[src/rtl/ccst_pkg.sv]
// Shared types and constants for the coulomb-counting SOC tracker.
// No dependencies; used by every module of the block.
package ccst_pkg;

	typedef enum logic [1:0] {
		OP_SAMPLE = 2'd0,
		OP_TICK   = 2'd1,
		OP_LOAD   = 2'd2
	} op_t;

	localparam int CFG_IDX_W = 2;
	localparam logic [CFG_IDX_W-1:0] REG_ZERO_SUM = 2'd0;
	localparam logic [CFG_IDX_W-1:0] REG_SOC_GAIN = 2'd1;

	localparam int CFG_DATA_W = 24;
	localparam int ZERO_W     = 20;
	localparam int GAIN_W     = 24;
	localparam int SOC_W      = 31;

	localparam logic [ZERO_W-1:0] ZERO_SUM_RST = 20'd873600;
	localparam logic [GAIN_W-1:0] SOC_GAIN_RST = 24'd134208;
	localparam logic [SOC_W-1:0]  SOC_ONE      = 31'h4000_0000;

	typedef struct packed {
		logic sample_en;
		logic tick_en;
		logic load_en;
	} step_t;

endpackage

[src/rtl/coulomb_counting_soc_tracker_top.sv]
// Top level of the coulomb-counting SOC tracker: input stage, config
// registers, ring and integrator. Depends on ccst_pkg, ccst_ring, ccst_charge.
//
// Usage:
//  s_* stream carries one request per item: tuser = operation (0 sample,
//  1 one-second tick, 2 load SOC); tdata = adc_sample, soc_value.
//  m_* stream returns one result per request: soc_now, window_total and
//  window_filled, the state right after that request.
//  cfg_* writes zero_sum (index 0) or soc_gain (index 1); always ready.
//  A request passes the input stage register, then the state registers
//  that drive m_tdata. One request per cycle is sustained while m_tready
//  is high: the direct update of sum and SOC and the prefetched ring read
//  allow this rate. When m_tready is low the result and state hold; one
//  more request enters the input stage if it is empty, then s_tready drops
//  until m_tready returns. Reset clears SOC, the window sum, pointer and
//  wrap flag and loads the config defaults; ring entries count as zero
//  until the first wrap, so no clearing pass is needed.
module coulomb_counting_soc_tracker_top #(
	parameter int WINDOW_DEPTH = 256,
	parameter int SAMPLE_BITS  = 12
) (
	input  logic clk,
	input  logic arst_n,
	input  logic s_tvalid,
	output logic s_tready,
	// adc_sample, soc_value, zero pad
	input  logic [((SAMPLE_BITS + ccst_pkg::SOC_W + 7) / 8) * 8 - 1:0] s_tdata,
	// operation
	input  logic [1:0] s_tuser,
	output logic m_tvalid,
	input  logic m_tready,
	// soc_now, window_total, window_filled, zero pad
	output logic [((ccst_pkg::SOC_W + SAMPLE_BITS + $clog2(WINDOW_DEPTH) + 1 + 7) / 8) * 8 - 1:0]
		m_tdata,
	input  logic cfg_valid,
	output logic cfg_ready,
	input  logic [ccst_pkg::CFG_IDX_W-1:0]  cfg_index,
	input  logic [ccst_pkg::CFG_DATA_W-1:0] cfg_data
);

	localparam int SUM_BITS = SAMPLE_BITS + $clog2(WINDOW_DEPTH);
	localparam int RES_W    = ccst_pkg::SOC_W + SUM_BITS + 1;
	localparam int OUT_W    = ((RES_W + 7) / 8) * 8;

	logic                       valid_s1;
	logic [1:0]                 op_s1;
	logic [SAMPLE_BITS-1:0]     sample_s1;
	logic [ccst_pkg::SOC_W-1:0] soc_s1;
	logic                       m_valid_q;
	logic                       advance;
	logic                       fire;
	ccst_pkg::step_t            step;
	logic [ccst_pkg::ZERO_W-1:0] zero_q;
	logic [ccst_pkg::GAIN_W-1:0] gain_q;
	logic [SUM_BITS-1:0]        sum;
	logic                       wrapped;
	logic [ccst_pkg::SOC_W-1:0] soc;

	assign advance  = !m_valid_q || m_tready;
	assign fire     = valid_s1 && advance;
	assign s_tready = !valid_s1 || advance;
	assign m_tvalid = m_valid_q;
	assign cfg_ready = 1'b1;

	always_ff @(posedge clk or negedge arst_n) begin
		if (!arst_n) begin
			valid_s1  <= 1'b0;
			m_valid_q <= 1'b0;
		end else begin
			if (s_tready) begin
				valid_s1 <= s_tvalid;
			end
			if (advance) begin
				m_valid_q <= valid_s1;
			end
		end
	end

	always_ff @(posedge clk) begin
		if (s_tvalid && s_tready) begin
			op_s1     <= s_tuser;
			sample_s1 <= s_tdata[SAMPLE_BITS-1:0];
			soc_s1    <= s_tdata[SAMPLE_BITS +: ccst_pkg::SOC_W];
		end
	end

	always_ff @(posedge clk or negedge arst_n) begin
		if (!arst_n) begin
			zero_q <= ccst_pkg::ZERO_SUM_RST;
			gain_q <= ccst_pkg::SOC_GAIN_RST;
		end else if (cfg_valid && cfg_ready) begin
			case (cfg_index)
				ccst_pkg::REG_ZERO_SUM: zero_q <= cfg_data[ccst_pkg::ZERO_W-1:0];
				ccst_pkg::REG_SOC_GAIN: gain_q <= cfg_data[ccst_pkg::GAIN_W-1:0];
				default: ;
			endcase
		end
	end

	always_comb begin
		step = '0;
		if (fire) begin
			case (op_s1)
				ccst_pkg::OP_SAMPLE: step.sample_en = 1'b1;
				ccst_pkg::OP_TICK:   step.tick_en   = 1'b1;
				ccst_pkg::OP_LOAD:   step.load_en   = 1'b1;
				default: ;
			endcase
		end
	end

	ccst_ring #(
		.DEPTH       (WINDOW_DEPTH),
		.SAMPLE_BITS (SAMPLE_BITS),
		.SUM_BITS    (SUM_BITS)
	) u_ring (
		.clk       (clk),
		.arst_n    (arst_n),
		.step      (step),
		.sample    (sample_s1),
		.sum_q     (sum),
		.wrapped_q (wrapped)
	);

	ccst_charge #(
		.SUM_BITS (SUM_BITS)
	) u_charge (
		.clk        (clk),
		.arst_n     (arst_n),
		.step       (step),
		.sum        (sum),
		.zero_sum   (zero_q),
		.gain       (gain_q),
		.load_value (soc_s1),
		.soc_q      (soc)
	);

	// state registers hold while stalled, so they serve as the result register
	assign m_tdata = OUT_W'({wrapped, sum, soc});

endmodule

[src/rtl/ccst_ring.sv]
// Sample ring, write pointer, running window sum and wrap flag.
// Depends on ccst_pkg (step_t).
module ccst_ring #(
	parameter int DEPTH       = 256,
	parameter int SAMPLE_BITS = 12,
	parameter int SUM_BITS    = 20
) (
	input  logic                   clk,
	input  logic                   arst_n,
	input  ccst_pkg::step_t        step,
	input  logic [SAMPLE_BITS-1:0] sample,
	output logic [SUM_BITS-1:0]    sum_q,
	output logic                   wrapped_q
);

	localparam int PTR_W = $clog2(DEPTH);
	localparam logic [PTR_W-1:0] LAST = PTR_W'(DEPTH - 1);

	logic [SAMPLE_BITS-1:0] mem [DEPTH];
	logic [SAMPLE_BITS-1:0] rd_q;
	logic [PTR_W-1:0]       wp_q;
	logic [PTR_W-1:0]       wp_d;
	logic [SUM_BITS-1:0]    old_ext;
	logic [SUM_BITS-1:0]    new_ext;

	// entry at the pointer holds data only after the first wrap
	assign old_ext = wrapped_q ? SUM_BITS'(rd_q) : '0;
	assign new_ext = SUM_BITS'(sample);

	always_comb begin
		wp_d = wp_q;
		if (step.sample_en) begin
			wp_d = (wp_q == LAST) ? '0 : wp_q + PTR_W'(1);
		end
	end

	// prefetch the entry the next sample overwrites
	always_ff @(posedge clk) begin
		if (step.sample_en) begin
			mem[wp_q] <= sample;
		end
		rd_q <= mem[wp_d];
	end

	always_ff @(posedge clk or negedge arst_n) begin
		if (!arst_n) begin
			wp_q      <= '0;
			sum_q     <= '0;
			wrapped_q <= 1'b0;
		end else begin
			wp_q <= wp_d;
			if (step.sample_en) begin
				sum_q <= sum_q - old_ext + new_ext;
				if (wp_q == LAST) begin
					wrapped_q <= 1'b1;
				end
			end
		end
	end

endmodule

[src/rtl/ccst_charge.sv]
// SOC integrator: tick update with gain and saturation, and direct load clamped to SOC_ONE.
// Depends on ccst_pkg (step_t, widths, SOC_ONE).
module ccst_charge #(
	parameter int SUM_BITS = 20
) (
	input  logic                          clk,
	input  logic                          arst_n,
	input  ccst_pkg::step_t               step,
	input  logic [SUM_BITS-1:0]           sum,
	input  logic [ccst_pkg::ZERO_W-1:0]   zero_sum,
	input  logic [ccst_pkg::GAIN_W-1:0]   gain,
	input  logic [ccst_pkg::SOC_W-1:0]    load_value,
	output logic [ccst_pkg::SOC_W-1:0]    soc_q
);

	localparam int BASE_W = (SUM_BITS > ccst_pkg::ZERO_W) ? SUM_BITS : ccst_pkg::ZERO_W;
	localparam int DIFF_W = BASE_W + 1;
	localparam int PROD_W = DIFF_W + ccst_pkg::GAIN_W + 1;
	localparam int DLT_W  = PROD_W - 16;
	localparam int MAX_W  = (DLT_W > ccst_pkg::SOC_W) ? DLT_W : ccst_pkg::SOC_W;
	localparam int NXT_W  = MAX_W + 2;

	logic signed [DIFF_W-1:0] diff;
	logic signed [PROD_W-1:0] prod;
	logic signed [DLT_W-1:0]  delta;
	logic signed [NXT_W-1:0]  nxt;
	logic [ccst_pkg::SOC_W-1:0] tick_soc;
	logic [ccst_pkg::SOC_W-1:0] load_soc;

	assign diff  = $signed({1'b0, BASE_W'(sum)}) - $signed({1'b0, BASE_W'(zero_sum)});
	assign prod  = diff * $signed({1'b0, gain});
	assign delta = DLT_W'(prod >>> 16);
	assign nxt   = $signed({{(NXT_W-ccst_pkg::SOC_W){1'b0}}, soc_q}) - NXT_W'(delta);

	always_comb begin
		if (nxt < 0) begin
			tick_soc = '0;
		end else if (nxt > $signed(NXT_W'(ccst_pkg::SOC_ONE))) begin
			tick_soc = ccst_pkg::SOC_ONE;
		end else begin
			tick_soc = nxt[ccst_pkg::SOC_W-1:0];
		end
	end

	assign load_soc = (load_value > ccst_pkg::SOC_ONE) ? ccst_pkg::SOC_ONE : load_value;

	always_ff @(posedge clk or negedge arst_n) begin
		if (!arst_n) begin
			soc_q <= '0;
		end else if (step.tick_en) begin
			soc_q <= tick_soc;
		end else if (step.load_en) begin
			soc_q <= load_soc;
		end
	end

endmodule

[config.mk]
export PLATFORM = sky130hd
export DESIGN_NAME = coulomb_counting_soc_tracker_top
export DESIGN_NICKNAME = d
export VERILOG_FILES = /design/src/rtl/ccst_pkg.sv /design/src/rtl/coulomb_counting_soc_tracker_top.sv /design/src/rtl/ccst_ring.sv /design/src/rtl/ccst_charge.sv
export SDC_FILE = /design/constraint.sdc
export NUM_CORES = 2
export LEC_CHECK = 0
export BUFFER_PORTS_ARGS = -buffer_cell sky130_fd_sc_hd__buf_2
export CAP_MARGIN = 30
export CORE_MARGIN = 5
export CORE_UTILIZATION = 50
export DETAILED_ROUTE_END_ITERATION = 8
export PLACE_DENSITY_LB_ADDON = 0.15
export SLEW_MARGIN = 40
export SYNTH_ARGS = -nofsm -noshare
export SYNTH_HDL_FRONTEND = slang
export SYNTH_SLANG_ARGS = --single-unit
[constraint.sdc]
create_clock -name clk -period 26.6 [get_ports clk]
set_clock_uncertainty 0.2 [all_clocks]
set_input_delay 5.32 -clock clk [delete_from_list [all_inputs] [get_ports clk]]
set_output_delay 5.32 -clock clk [all_outputs]
set_load 0.01 [all_outputs]
Yosys cells after proc, flatten, opt, wreduce, memory -nomap -nowiden
Memories as Yosys holds them, arrays and structs flattened. A register that Yosys moved wholly into a read port is not among the register bits.
Index checks and enable logic that the tools add are counted.
{ "word_totals": {"register_bits": 151, "latchBits": 0, "ramBits": 3072, "rom_bits": 0, "inputBits": 81, "output_inout_bits": 59, "word_cells": 51, "n_memories": 1} }
{ "mem_list": {"columns": ["memory", "depth", "word_bits", "rd", "rd_clocked_by_memory_dff", "wr", "line", "rtl"], "rows": [
  ["u_ring.mem", 256, 12, 1, 1, 1, "ccst_ring.sv:19", "logic [SAMPLE_BITS-1:0] mem [DEPTH];"]
]} }
{ "op_classes": {"add_sub_neg": 5, "mul": 1, "n_div": 0, "n_lt_le_gt_ge": 3, "eq_ne": 4, "n_shift": 0, "mux": 14, "bitwise": 0, "n_reduce_logical": 12} }
{ "op_table": {"columns": ["cell", "count"], "rows": [
  ["2-to-1 mux 31 bit", 5],
  ["multiplier 21 x 25 -> 46 bit", 1],
  ["greater-than comparator 33 x 32 -> 1 bit (second input constant)", 1],
  ["less-than comparator 33 x 1 -> 1 bit (second input constant)", 1],
  ["subtractor 32 x 30 -> 33 bit", 1],
  ["greater-than comparator 31 bit (second input constant)", 1],
  ["subtractor 20 x 20 -> 21 bit", 1],
  ["adder 20 x 12 -> 20 bit", 1],
  ["subtractor 20 bit", 1],
  ["2-to-1 mux 8 bit", 2],
  ["2-to-1 mux 12 bit", 1],
  ["adder 8 x 1 -> 8 bit (second input constant)", 1],
  ["== test 8 bit (second input constant)", 1],
  ["AND reduction 2 bit", 3],
  ["2-to-1 mux 1 bit", 5],
  ["== test 2 x 1 -> 1 bit (second input constant)", 2],
  ["logical NOT 2 bit", 2],
  ["2-to-1 mux 3 bit", 1],
  ["== test 2 bit (second input constant)", 1],
  ["logical AND 1 bit", 2],
  ["logical NOT 1 bit", 2],
  ["logical OR 1 bit", 2],
  ["nonzero test 2 bit", 1]
]} }

Logic depth before layout (Yosys ltp)
{ "logic_depth": {"ltp_word": 7, "mapped_depth": 55, "mapped_depth_nobuf": 52} }

Cells and area by module
From an unflattened synthesis, not the netlist that was laid out.
{ "unflattened": {"cells_unflattened": 10984, "hier_area_um2": 147238.7} }
{ "modules_own_cells": {"columns": ["module", "instances", "cells_per_inst", "area_each_um2", "seq_area_each_um2"], "rows": [
  ["ccst_ring", 1, 8482, 123671.1, 93214.4],
  ["ccst_charge", 1, 2345, 20372.0, 775.7],
  ["coulomb_counting_soc_tracker_top", 1, 157, 3195.6, 2516.2]
]} }

Least setup slack after synthesis
OpenSTA, ideal clock, no wires.
{ "synth_path": {"kind": "register -> register", "from": "register u_ring.sum_q[0]", "to": "register u_charge.soc_q[16] (netlist bit)", "setup_time_ns": 0.076, "t_arrival_ns": 11.422, "required_ns": 26.324, "slack_ns": 14.902, "path_stages_with_launch": 54, "path_buffers": 3, "synth_period_minus_slack_ns": 11.698, "cell_sequence": "dfrtp_1 inv_1 ha_1 inv_1 fa_1 a21o_1 a21oi_1 o21bai_1 a21oi_1 o21bai_1 a21oi_1 o22ai_1 nor3_1 o31ai_1 o41ai_1 xnor2_1 clkbuf_1 nand2_1 [... 18 more ...] o21ai_0 a21oi_1 xor2_1 ha_1 clkbuf_1 a21o_1 a21o_1 a21o_1 inv_1 o21ai_0 o21ai_1 a21oi_1 or3_1 a2111oi_0 o2111a_1 buf_2 o21ai_0 o21ai_1"} }
{ "synth_between": {"elab_chain_len": 7, "elab_cells_between_ends": 8, "cone_classes": "add/sub: 2; mul: 1; order compare: 2; mux: 3"} }
{ "synth_rtl": {"columns": ["element", "line", "rtl"], "rows": [
  ["start, declared", "ccst_ring.sv:12", "output logic [SUM_BITS-1:0] sum_q,"],
  ["start signal, assigned", "ccst_ring.sv:53", "sum_q <= sum_q - old_ext + new_ext;"],
  ["subtractor 20 x 20 -> 21 bit (*)", "ccst_charge.sv:30", "assign diff = $signed({1'b0, BASE_W'(sum)}) - $signed({1'b0, BASE_W'(zero_sum)});"],
  ["multiplier 21 x 25 -> 46 bit (*)", "ccst_charge.sv:31", "assign prod = diff * $signed({1'b0, gain});"],
  ["subtractor 32 x 30 -> 33 bit (*)", "ccst_charge.sv:33", "assign nxt = $signed({{(NXT_W-ccst_pkg::SOC_W){1'b0}}, soc_q}) - NXT_W'(delta);"],
  ["greater-than comparator 33 x 32 -> 1 bit", "ccst_charge.sv:38", "end else if (nxt > $signed(NXT_W'(ccst_pkg::SOC_ONE))) begin"],
  ["2-to-1 mux 31 bit", "ccst_charge.sv:38", null],
  ["2-to-1 mux 31 bit (*)", "ccst_charge.sv:36", "if (nxt < 0) begin"],
  ["2-to-1 mux 31 bit (*)", "ccst_charge.sv:50", "end else if (step.tick_en) begin"],
  ["end signal, assigned", "ccst_charge.sv:51", "soc_q <= tick_soc;"],
  ["end signal, assigned", "ccst_charge.sv:53", "soc_q <= load_soc;"],
  ["end, declared", "ccst_charge.sv:13", "output logic [ccst_pkg::SOC_W-1:0] soc_q"]
]} }
Every way passes the cells marked *; elsewhere a longest branch is shown, timed or not.
A chain may end at the register's enable or synchronous reset.

Final worst setup path
{ "layout_path": {"from": "register u_ring.sum_q[0]", "to": "register u_charge.soc_q[18] (netlist bit)"} }
Same word-level chain as after synthesis.

==> metrics.yaml <==
global_routing:
  track_usage: 0.2537
  largest_net_degree_at_the_start_of_global_routing: 135
  grt_pass1_wl_mm: 560.0
  globalRouteOverflowTotal: 0
  antenna_found_initial: 14
  grt_pass1_vias: 81050
clocking:
  cts_resized: 0
  worst_skew_pair.late_latency_ps: 930
  cts_hold_buf: 0
  tritoncts_clock_tree: "done"
  clock-sinks: 3235
  cts.clk_slew.worst_paths_ps: 60
  post_cts.repair.setup_buffers: 0
  cts.root.buffer_cell: "clkbuf_16"
  numCtsBuffers: 337
  cts_buffer_depth: 4
  h-tree-depth: 5
sta:
  finalCritPeriodShare: 0.5605
  fin_setup_tns_ps: 0
  final-max-slew-violation-count: 0
  worst_slew_pin_slew_ps: 919.7
  final-hold-violation-count: 0
  max_freq_mhz: 67.07
  layout_min_cycle_time_ps: 14910
  max-slew-margin-rel: 0.3862
  unrepaired_setup_endpoints_after_global_routing: "no"
  final-setup-viol-count: 0
die:
  initial_core_util: 0.5020
  area_of_the_die_um2: 299900
  floorplan.rows: 197
  chipWidth_um: 547.6
  top_level_ports: 140
  die_h_um: 547.6
  core_region_area_um2: 287900
finish:
  area_growth_syn_to_layout_pct: 12.44
  final_net_count: 9729
  layout_common_cells: "edfxtp_1 (3,117), nand2_1 (1,142), mux4_2 (784), inv_1 (573), fa_1 (429)"
  multi_input_comb_area_um2: 44510
  layout_commonest_cell: "edfxtp_1"
  layout.area.seq_um2: 96510
  filler_cell_count: 22174
  layout-drive-gt1-share: 0.2138
  final_core_utilization: 0.5644
worst_hold_path:
  hold_path.startpoint: "zero_q[10]"
  timing.hold.worst.class: "reg2reg"
  min_path_cells: 2
  worstHoldEndpoint: "zero_q[10]"
setup_path:
  critPathMaxStageDelay_ps: 590
  timing_worst_setup_path_type: "reg2reg"
  startpoint_type: "flip-flop"
  cp_top_family: "compound AO/OA/AOI/OAI gates"
  reg2reg_to: "u_charge.soc_q[18]"
  reg2reg_from: "u_ring.sum_q[0]"
  worstSetupEndpointType: "flip-flop"
  timing.critical_path.fanout_max: 25
  worstRegToRegCells: 51
  cpMaxStageDelayCell: "o2111a_1"
  worst_path_most_repeated_cell: "fa_1"
  ff2ff_setup_slack_ps: 11690
  timing.critical_path.arrival_ps: 15500
  worst-endpoint-required_ps: 27190
  worstPathBufferInverterCount: 7
logic_synthesis:
  cell_area_after_technology_mapping_um2: 144500
  synth_warnings: 0
  count_of_mapped_cells_out_of_synthesis: 8614
  synth_flop_type: "edfxtp_1"
  synth_area_per_cell_um2: 16.78
  ys_async_sr_fraction: 0.03277
  synth-seq-cells: 3235
  synth_edf_count: 3117
  synth_seq_area_share: 0.6678
  yosysUniqueCellTypes: 81
detailed_routing:
  antenna_violating_nets_post_route: 0
  drc: 0
  drtPass1Iterations: 8
  drtIter0Drc: 8435
  detail_route.vias_per_cell: 6.069
  vias: 78953
  detail_route.wl_per_cell_um: 29.38
  drt-total-wl_mm: 382.2
place:
  port_buffers: 129
  dp.final_hpwl_mm: 235.6
  place.gp.congestion: 0.9083
job:
  total_of_max_cap_violations: 0
run_status:
  run_status: "finished clean"
==> synth_stat cells, types with 31 or more instances <==
cell type	number	area [um^2]
a21o_1	40	300.3
a21oi_1	133	665.6
a22oi_1	42	315.3
a311oi_1	67	586.8
a31oi_1	51	319.1
and2_1	124	775.7
and3_1	91	569.3
buf_1	57	214.0
buf_2	158	790.8
clkbuf_1	254	953.4
dfrtp_1	95	2377
edfxtp_1	3117	93600
fa_1	429	8588
ha_1	255	3191
inv_1	573	2151
mux4_2	784	17660
nand2_1	1158	4347
nand2b_1	31	193.9
nand3_1	284	1421
nor2_1	338	1269
o21ai_0	101	505.5
xnor2_1	56	490.5
xor2_1	31	271.5
==> layout make-up <==
class	count	area share
diodes	4	0.00006160
clock buffers	419	0.05488
clock inverters	181	0.01103
inverters	578	0.01351
multi-input cells	4324	0.2739
flip-flops and latches	3235	0.5939
well taps	3781	0.02911
repair buffers	488	0.02360
==> worst max path at each step <==
stage / from / to / slack (ps) / cells after the start
2_1_floorplan: u_ring.sum_q[0] / u_charge.soc_q[16] / 14900 / 53
3_3_place_gp: u_ring.sum_q[0] / u_charge.soc_q[19] / 11090 / 50
3_5_place_dp: u_ring.sum_q[0] / u_charge.soc_q[19] / 11700 / 50
4_1_cts: u_ring.sum_q[0] / u_charge.soc_q[18] / 11610 / 50
5_1_grt: u_ring.sum_q[0] / u_charge.soc_q[21] / 10820 / 50
6_report: u_ring.sum_q[0] / u_charge.soc_q[18] / 11690 / 51
==> logic make-up after synthesis <==
group / after synthesis / share of synthesized area
buffers and inverters: 1058 / 0.02916
and+or+nand+nor: 2145 / 0.06459
muxes: 816 / 0.1246
adders and majority gates: 684 / 0.08150
AOI/OAI and AO/OA: 587 / 0.02703
xor gates and xnor gates: 87 / 0.005273
DFF: 3235 / 0.6678
other: 2 / 0.00005197
==> through the flow <==
step           setup slack (ps)  cell area (um^2)  hold WS (ps)  cells
2_1_floorplan             14900            144500         268.0   8617
3_3_place_gp              11090            151100         290.0  12390
3_5_place_dp              11700            151600         296.1  12404
4_1_cts                   11610            162300         307.9  13004
5_1_grt                   10820            162500         320.7  13008
6_report                  11690            162500         306.0  13010
==> routing by layer <==
metal / part of all wire / track usage / vias up
met3: 0.075 / 0.03964 / 646
li1: - / - / 33157
met2: 0.49 / 0.4162 / 3176
met4: 0.041 / 0.09297 / 6
met1: 0.39 / 0.3481 / 41968
met5: 0.00011 / 0 / -
==> flip-flops by register name, indices dropped and copies added (netlist names) <==
| register | cells |
|---|---|
| sample_s1 | 12 |
| valid_s1 | 1 |
| soc_s1 | 31 |
| u_ring.mem | 3072 |
| zero_q | 20 |
| op_s1 | 2 |
| u_ring.rd_q | 12 |
| u_ring.sum_q | 20 |
| u_ring.wrapped_q | 1 |
| gain_q | 24 |
| u_ring.wp_q | 8 |
| u_charge.soc_q | 31 |
| m_tvalid | 1 |
==> worst register-to-register path, delay by kind of cell (launching register included) <==
family                     cells  cell delay, ps
AOI/OAI and AO/OA             24            6520
xor gates and xnor gates       1             360
adders and majority gates     11            4780
buffers and inverters          7             690
DFF                            1             380
and+or+nand+nor                8            1920
Power is not shown: default switching activity piles up to over one toggle a cycle in this logic, so the estimate is an artifact.
